### src/rtl/core/flbi_pkg.sv
// ----------------------------------------------------------------------------
// flbi_pkg
// Shared types and constants of the log bucket index: the input and result
// words, function and status codes, controller states and the command and
// status bundles between controller and datapath.
// ----------------------------------------------------------------------------
`default_nettype none

package flbi_pkg;

  localparam int unsigned KEY_W   = 64;
  localparam int unsigned LEN_W   = 12;
  localparam int unsigned BYTES_W = 13;
  localparam int unsigned CNT_W   = 6;
  localparam int unsigned MASK_W  = 32;
  localparam int unsigned IDX_W   = 5;
  localparam int unsigned FUNC_W  = 3;
  localparam int unsigned STAT_W  = 2;

  // register indexes of the configuration port
  localparam logic REG_BUCKET = 1'b0;
  localparam logic REG_NOTIFY = 1'b1;

  localparam logic [BYTES_W-1:0] BUCKET_RESET = 13'd4084;

  typedef enum logic [FUNC_W-1:0] {
    FUNC_INSERT  = 3'd0,
    FUNC_FIND    = 3'd1,
    FUNC_REMOVE  = 3'd2,
    FUNC_REORDER = 3'd3,
    FUNC_CLEAR   = 3'd4
  } func_e;

  typedef enum logic [STAT_W-1:0] {
    STAT_OK        = 2'd0,
    STAT_NOT_FOUND = 2'd1,
    STAT_TOO_LARGE = 2'd2
  } status_e;

  typedef struct packed {
    logic [FUNC_W-1:0] func;
    logic [KEY_W-1:0]  key;
    logic [LEN_W-1:0]  value_len;
    logic [MASK_W-1:0] hit_mask;
  } in_word_t;

  typedef struct packed {
    logic [STAT_W-1:0]  status;
    logic               is_eviction;
    logic [KEY_W-1:0]   key_out;
    logic [IDX_W-1:0]   entry_index;
    logic [LEN_W-1:0]   found_len;
    logic [CNT_W-1:0]   evictions;
    logic [BYTES_W-1:0] free_bytes;
    logic [CNT_W-1:0]   entry_count;
    logic               last;
  } out_word_t;

  typedef enum logic [2:0] {
    ST_IDLE,
    ST_DISPATCH,
    ST_INSERT,
    ST_SCAN,
    ST_REM_FIN,
    ST_REORDER,
    ST_FINAL
  } state_e;

  typedef enum logic [2:0] {
    CMD_NONE,
    CMD_LOAD,
    CMD_EVICT,
    CMD_APPEND,
    CMD_SCAN_NEXT,
    CMD_DROP,
    CMD_MOVE,
    CMD_CLEAR
  } cmd_e;

  typedef enum logic [3:0] {
    EMIT_NONE,
    EMIT_TOO_LARGE,
    EMIT_EVICT,
    EMIT_INSERT,
    EMIT_NOT_FOUND,
    EMIT_FOUND,
    EMIT_REM_EV,
    EMIT_REM_FIN,
    EMIT_PLAIN
  } emit_e;

  typedef struct packed {
    cmd_e  cmd;
    emit_e emit;
    logic  idle;
  } ctrl_t;

  typedef struct packed {
    logic [FUNC_W-1:0] func;
    logic              too_large;
    logic              need_evict;
    logic              scan_end;
    logic              scan_match;
    logic              rem_zero;
    logic              hit_now;
    logic              out_free;
    logic              notify;
  } stat_t;

  // bytes left in the bucket, zero when the bucket has shrunk below use
  function automatic logic [BYTES_W-1:0] free_of(input logic [BYTES_W-1:0] used,
                                                 input logic [BYTES_W-1:0] bucket);
    logic [BYTES_W-1:0] res;
    res = (used >= bucket) ? '0 : bucket - used;
    return res;
  endfunction

endpackage

`default_nettype wire

### src/rtl/core/flbi_ctrl.sv
// ----------------------------------------------------------------------------
// flbi_ctrl
// Sequencer of the log bucket index: walks one word through dispatch,
// eviction, scan, removal and reorder steps and issues datapath commands.
// ----------------------------------------------------------------------------
`default_nettype none

module flbi_ctrl (
  input  wire logic           clk_i,
  input  wire logic           rst_ni,
  input  wire logic           in_valid_i,
  input  flbi_pkg::stat_t     stat_i,
  output flbi_pkg::ctrl_t     ctrl_o
);
  import flbi_pkg::*;

  state_e state_q, state_d;

  // next state
  always_comb begin
    state_d = state_q;
    case (state_q)
      ST_IDLE: begin
        if (in_valid_i) state_d = ST_DISPATCH;
      end
      ST_DISPATCH: begin
        case (stat_i.func)
          FUNC_INSERT:  state_d = ST_INSERT;
          FUNC_FIND:    state_d = ST_SCAN;
          FUNC_REMOVE:  state_d = ST_SCAN;
          FUNC_REORDER: state_d = ST_REORDER;
          default:      state_d = ST_FINAL;
        endcase
      end
      ST_INSERT: begin
        if (stat_i.too_large || !stat_i.need_evict) begin
          if (stat_i.out_free) state_d = ST_IDLE;
        end
      end
      ST_SCAN: begin
        if (stat_i.scan_end) begin
          if (stat_i.out_free) state_d = ST_IDLE;
        end else if (stat_i.scan_match) begin
          if (stat_i.func == FUNC_FIND) begin
            if (stat_i.out_free) state_d = ST_IDLE;
          end else if (stat_i.out_free || !stat_i.notify) begin
            state_d = ST_REM_FIN;
          end
        end
      end
      ST_REM_FIN: begin
        if (stat_i.out_free) state_d = ST_IDLE;
      end
      ST_REORDER: begin
        if (stat_i.rem_zero) state_d = ST_FINAL;
      end
      ST_FINAL: begin
        if (stat_i.out_free) state_d = ST_IDLE;
      end
      default: state_d = ST_IDLE;
    endcase
  end

  // command and result selection
  always_comb begin
    ctrl_o.cmd  = CMD_NONE;
    ctrl_o.emit = EMIT_NONE;
    ctrl_o.idle = 1'b0;
    case (state_q)
      ST_IDLE: begin
        ctrl_o.idle = 1'b1;
        if (in_valid_i) ctrl_o.cmd = CMD_LOAD;
      end
      ST_INSERT: begin
        if (stat_i.too_large) begin
          if (stat_i.out_free) ctrl_o.emit = EMIT_TOO_LARGE;
        end else if (stat_i.need_evict) begin
          if (!stat_i.notify) begin
            ctrl_o.cmd = CMD_EVICT;
          end else if (stat_i.out_free) begin
            ctrl_o.cmd  = CMD_EVICT;
            ctrl_o.emit = EMIT_EVICT;
          end
        end else if (stat_i.out_free) begin
          ctrl_o.cmd  = CMD_APPEND;
          ctrl_o.emit = EMIT_INSERT;
        end
      end
      ST_SCAN: begin
        if (stat_i.scan_end) begin
          if (stat_i.out_free) ctrl_o.emit = EMIT_NOT_FOUND;
        end else if (stat_i.scan_match) begin
          if (stat_i.func == FUNC_FIND) begin
            if (stat_i.out_free) ctrl_o.emit = EMIT_FOUND;
          end else if (!stat_i.notify) begin
            ctrl_o.cmd = CMD_DROP;
          end else if (stat_i.out_free) begin
            ctrl_o.cmd  = CMD_DROP;
            ctrl_o.emit = EMIT_REM_EV;
          end
        end else begin
          ctrl_o.cmd = CMD_SCAN_NEXT;
        end
      end
      ST_REM_FIN: begin
        if (stat_i.out_free) ctrl_o.emit = EMIT_REM_FIN;
      end
      ST_REORDER: begin
        if (!stat_i.rem_zero) ctrl_o.cmd = stat_i.hit_now ? CMD_MOVE : CMD_SCAN_NEXT;
      end
      ST_FINAL: begin
        if (stat_i.out_free) begin
          ctrl_o.emit = EMIT_PLAIN;
          if (stat_i.func == FUNC_CLEAR) ctrl_o.cmd = CMD_CLEAR;
        end
      end
      default: ;
    endcase
  end

  // state register
  always_ff @(posedge clk_i or negedge rst_ni) begin
    if (!rst_ni) begin
      state_q <= ST_IDLE;
    end else begin
      state_q <= state_d;
    end
  end

  // a word is only taken while idle
  a_load_idle: assert property (@(posedge clk_i) disable iff (!rst_ni)
    ctrl_o.cmd == CMD_LOAD |-> state_q == ST_IDLE)
    else $error("load outside idle");

  // every emitted result finds a free output register
  a_emit_free: assert property (@(posedge clk_i) disable iff (!rst_ni)
    ctrl_o.emit != EMIT_NONE |-> stat_i.out_free)
    else $error("emit into busy output");

endmodule

`default_nettype wire

### config.mk
export PLATFORM = sky130hd
export DESIGN_NAME = flbi_ctrl
export DESIGN_NICKNAME = d
export VERILOG_FILES = /design/src/rtl/core/flbi_pkg.sv /design/src/rtl/core/flbi_ctrl.sv
export SDC_FILE = /design/constraint.sdc
export NUM_CORES = 1
export LEC_CHECK = 0
export BUFFER_PORTS_ARGS = -buffer_cell sky130_fd_sc_hd__buf_4
export CAP_MARGIN = 20
export CORE_AREA = 3 3 40 42
export CTS_CLUSTER_SIZE = 20
export DETAILED_ROUTE_END_ITERATION = 8
export DIE_AREA = 0 0 43 45
export GPL_TIMING_DRIVEN = 0
export MAX_ROUTING_LAYER = met4
export PLACE_DENSITY_LB_ADDON = 0.2
export RECOVER_POWER = 25
export SYNTH_ARGS = -nofsm -noshare
export SYNTH_HDL_FRONTEND = slang
export SYNTH_SLANG_ARGS = --single-unit
### constraint.sdc
create_clock -name clk_i -period 2 [get_ports clk_i]
set_input_delay 0.1 -clock clk_i [delete_from_list [all_inputs] [get_ports clk_i]]
set_output_delay 0.1 -clock clk_i [all_outputs]
set_load 0.01 [all_outputs]
# Word level (Yosys, flattened, before mapping)
# Index checks and enable logic that the tools add are counted.
# Widths: inputs -> output; s select.
dict set report word_totals {
  romBits 0
  latch_bits 0
  register_bits 3
  input_bits 14
  output_inout_bits 8
  ramBits 0
  wordCells 63
  memories 0
}
dict set report op_classes {
  reduce_logical 9
  n_eq_ne 15
  shift 0
  bitwise 0
  n_mul 0
  n_div 0
  mux 38
  add_sub_neg 0
  order_cmp 0
}
# operator count
set op_table {}
lappend op_table {{$mux 3} 19}
lappend op_table {{$mux 4} 6}
lappend op_table {{$mux 7} 3}
lappend op_table {{$pmux 3 s6} 1}
lappend op_table {{$pmux 4 s4} 1}
lappend op_table {{$pmux 3 s5} 1}
lappend op_table {{$eq 3x2->1 const B} 4}
lappend op_table {{$eq 3x3->1 const B} 4}
lappend op_table {{$mux 6} 2}
lappend op_table {{$pmux 3 s3} 1}
lappend op_table {{$eq 3x1->1 const B} 2}
lappend op_table {{$logic_not 3->1} 2}
lappend op_table {{$ne 2x2->1 const B} 3}
lappend op_table {{$reduce_and 5->1} 1}
lappend op_table {{$ne 4x4->1 const B} 1}
lappend op_table {{$reduce_or 2->1} 2}
lappend op_table {{$mux 1} 3}
lappend op_table {{$ne 3x3->1 const B} 1}
lappend op_table {{$logic_not 1->1} 2}
lappend op_table {{$logic_or 1x1->1} 2}
lappend op_table {{$mux 2} 1}

# Longest topological paths before layout
dict set report depth {
  depth_word 7
  ltp_mapped 5
}

# Least setup slack after synthesis
# OpenSTA, ideal clock, no wires.
dict set report synth_timing {
  path_kind {reg-to-reg}
  startpoint {register state_q[1]}
  endpoint {register state_q[2]}
  n_path_buf 0
  setup_ps 121
  synth_period_minus_slack_ps 1325
  required_ps 1879
  t_arrival_ps 1204
  setup_slack_ps 675
  stages_incl_launch_ff 5
  cell_sequence {dfrtp_1 > mux2_1 > o31ai_1 > o41ai_2 > a22o_1}
}
dict set report synth_via {
  elab_chain_cells 3
}
# item line_no
set synth_lines {}
lappend synth_lines {{start: declaration} flbi_ctrl.sv:17} ;# state_e state_q, state_d;
lappend synth_lines {{start signal: assignment} flbi_ctrl.sv:126} ;# state_q <= state_d;
lappend synth_lines {{$eq 3x2->1 (tied with other cells)} flbi_ctrl.sv:22} ;# case (state_q)
lappend synth_lines {{$ne 4x4->1 (no source line) (tied with other cells)} --}
lappend synth_lines {{$reduce_and 5->1 (no source line) or $pmux 3 s6 (tied branches)} --}
# Parallel ways exist; a longest one is shown, timed or not.
# A chain may end at the register's enable or synchronous reset.

==> impl_results.md <==
* Status: finished clean
* Logic pwr share at 0.709
* Worst clock skew on the final layout at 0.00372 ns
* Clock network fraction of design power at 0.140
* Number of design-rule violations left by the first detailed-router iteration at 32
* Maximum number of buffers from clock root to sink at 2
* Clock edge transition at the registers on the reported setup and hold paths at 0.04 ns
* Worst Setup End Kind: output port
* Number of nets at the end of the flow at 112
* Switching power as a share of total power at 0.431
* Mean Syn Cell Area at 7.89 sq um
* Critical path buffer and inverter count at 1
* Achievable clock frequency at 576 MHz
* Post-synthesis instance area at 568 sq um
* Via Count at 677
* Final weighted congestion of routability-driven global placement at 0.854
* Sequential area share after synthesis at 0.132
* Maximum resistive drop on vdd at 491 uV
* Sum of net half-perimeters after detailed placement at 1290 microns
* Master cell of the clock root buffer: sky130_fd_sc_hd__clkbuf_4
* Core Region at 1280 sq um
* Horiz. Die Dim at 43 microns
* Register-to-register setup slack at 0.46 ns
* Max transition margin at 0.687
* Static leakage at 0.336 nW
* Worst Setup EP: ctrl_o[6]
* Synthesized instance count at 72
* Netlist cell types at 40
* Crit path DAT at 1.63 ns
* Initial Util at 0.442
* Fraction of layout cells with a size suffix above 1 at 0.351
* Crit path launch: state_q[2]
* Pin count of the biggest net entering global routing at 11
* Number of CTS-inserted buffers at 3
* Minimum period implied by the final worst setup slack at 1.73 ns
* TritonRoute pass-1 iters at 4
* Final setup fails at 0
* Kind of critical path: reg -> out
* Most common library cell in the layout ignoring fill and taps: sky130_fd_sc_hd__buf_4
* Final cycle utilization of the critical path at 0.867
* IO Count at 22
* Count of buffers from port buffering at 20
* Req. time, crit path at 1.90 ns
* Worst path slowest cell: sky130_fd_sc_hd__dfrtp_1
* CP peak stage delay at 0.43 ns
* Clock tree from TritonCTS: built
* Buffer count from post-CTS setup fixing at 0
* Vias in the first global route at 611
* Clock latency on the worst-skew pair at 0.24 ns
* Via-per-instance ratio at 6.04
* Number of placement rows at 13
* Stages on the worst setup path at 5
* Die footprint at 1940 sq um
* Area added between synthesis and finish at 35.5%
* Cells after DPL at 107
* Nets in the synthesized netlist at 86
* Registers with the highest flip-flop counts: state_q: 3 flops
* Synthesized flop and latch total at 3
* Non-filler instance count after layout at 112
* Element type at the critical path start: register
* Crit Reg-Reg Endpoint: state_q[2]
* Diodes inserted at 0
* Leading cell types in the layout, fill and taps excluded: 19 x sky130_fd_sc_hd__buf_4, 7 x sky130_fd_sc_hd__nand2_1, 5 x sky130_fd_sc_hd__nor2_1
* Seq pwr share at 0.152
* Largest fanout of any net on the critical path at 7
* First-pass GRT wire length at 2740 microns
* HP Class: in -> async
* Overall fraction of global-route tracks in use at 0.201
* Grt ovf at 0
* Initial antenna violation count at 0
* Switch Pwr at 0.340 mW
* Routed WL at 1650 microns
* DRC violation count after routing at 0
* Max-cap check violation count at 0
* Reg with most FFs: state_q
* CP delay by family, top: simple AND/OR/NAND/NOR gates
* Number of warnings printed during yosys synthesis at 0
* Detailed-route wire length per cell at 14.7 microns
* Final-layout fill cell count at 121
* Max reg flops at 3
* Slew of the pin with the lowest slew margin at 0.466 ns
* Final Total Pwr at 0.788 mW
* Die extent in y at 45 microns
* Internal power at 0.448 mW
* RSZ-0062 raised after global routing: false
* Power density relative to cell area at 1020 nW/um^2
* Ordered list of cells on the worst path: nand2b_1, nor3_1, a221oi_1, nand2_1, buf_4
* Crit Reg-Reg Startpoint: state_q[2]
* Max-slew violation count at 0
* Total number of clock tree sinks at 3
* Final Hold Viols at 0
* Number of levels in the clock H-tree at 1
* Post-detailed-route count of antenna-violating nets at 0
* Number of cells traversed by the worst register-to-register path at 4
* Post-Route Setup TNS at 0 ns
==> synth_stat cells, drive strengths merged <==
library cell	number	area [sq um]
nand4	1	6.26
nand2b	5	38.8
nor4bb	1	16.3
nor2	5	18.8
nand2	7	26.3
o21ai	4	20.0
or2	1	8.76
buf	5	31.3
nor3b	1	12.5
o22a	1	8.76
nor4	2	18.8
and4b	1	10.0
o32a	1	10.0
dfrtp	3	75.1
nand3b	1	7.51
o31ai	1	7.51
nor2b	2	12.5
a211oi	1	12.5
a22o	1	8.76
and2	1	6.26
o31a	2	17.5
a21boi	2	15.0
nor3	4	20.0
inv	1	3.75
a221oi	1	8.76
a21oi	3	15.0
o41ai	1	16.3
or3b	2	17.5
o211ai	2	15.0
nand4bb	1	11.3
and4bb	2	25.0
o21bai	1	7.51
o22ai	1	6.26
and3	1	6.26
mux2	1	11.3
o21a	2	15.0
==> power groups by stage <==
stage / registers (mW) / logic [mW] / clock network, mW
floorplan: 0.111 / 0.390 / 0
global placement: 0.121 / 0.544 / 0
detailed placement: 0.120 / 0.556 / 0
CTS: 0.120 / 0.560 / 0.112
global route: 0.127 / 0.609 / 0.121
finish: 0.119 / 0.558 / 0.110
==> worst reg2reg max path: cells and delay by family, from the launching register on <==
family	cells	cell delay (ns)
and+or+nand+nor	1	0.24
DFF	1	0.43
AOI/OAI and AO/OA	3	0.76
==> kinds of logic after synthesis <==
group	after synthesis	synth area share
simple gates	38	0.463
compound gates	24	0.324
buf+inv	6	0.0617
flops	3	0.132
mux	1	0.0198
==> per-layer routing <==
layer / GRT usage / part of all wire / up-vias / routed length, microns
met5: - / 0 / - / 0
met4: 0.145 / 0.033 / 0 / 54
met3: 0.0359 / 0.055 / 5 / 90
met2: 0.320 / 0.48 / 23 / 786
met1: 0.227 / 0.43 / 320 / 715
li1: - / - / 329 / -
==> worst min path at each step <==
stage                 from    endpoint  slack (ns)  cells after the start
finish              rst_ni  state_q[0]        0.20                      2
global route        rst_ni  state_q[0]        0.23                      2
CTS                 rst_ni  state_q[0]        0.18                      2
detailed placement  rst_ni  state_q[2]       -0.11                      1
global placement    rst_ni  state_q[2]       -0.11                      1
floorplan           rst_ni  state_q[0]       -0.20                      0
==> through the flow <==
stage          hold WS (ns)  cell area, sq um  worst slack (ns)   util
3_3_place_gp         -0.112               737             0.519  0.574
2_1_floorplan        -0.196               568             0.675      -
4_1_cts               0.181               773             0.263  0.602
6_report              0.198               769             0.265  0.599
5_1_grt               0.225               769             0.116  0.599
3_5_place_dp         -0.109               737             0.485  0.574
==> area by class of cell <==
cell class,instances,area [sq um],share of cell area
inverters,1,3.75,0.00488
multi-input cells,63,458,0.595
clock buffers,4,26.3,0.0341
plain buffers,5,31.3,0.0407
well taps,15,18.8,0.0244
flip-flops and latches,3,75.1,0.0976
repair buffers,21,156,0.203
==> timing repair <==
action	4_1_cts	5_1_grt
gates resized for setup	0	0
hold endpoints to repair	3	0
hold buffers	1	0
Power figures use the tool's default switching activity.
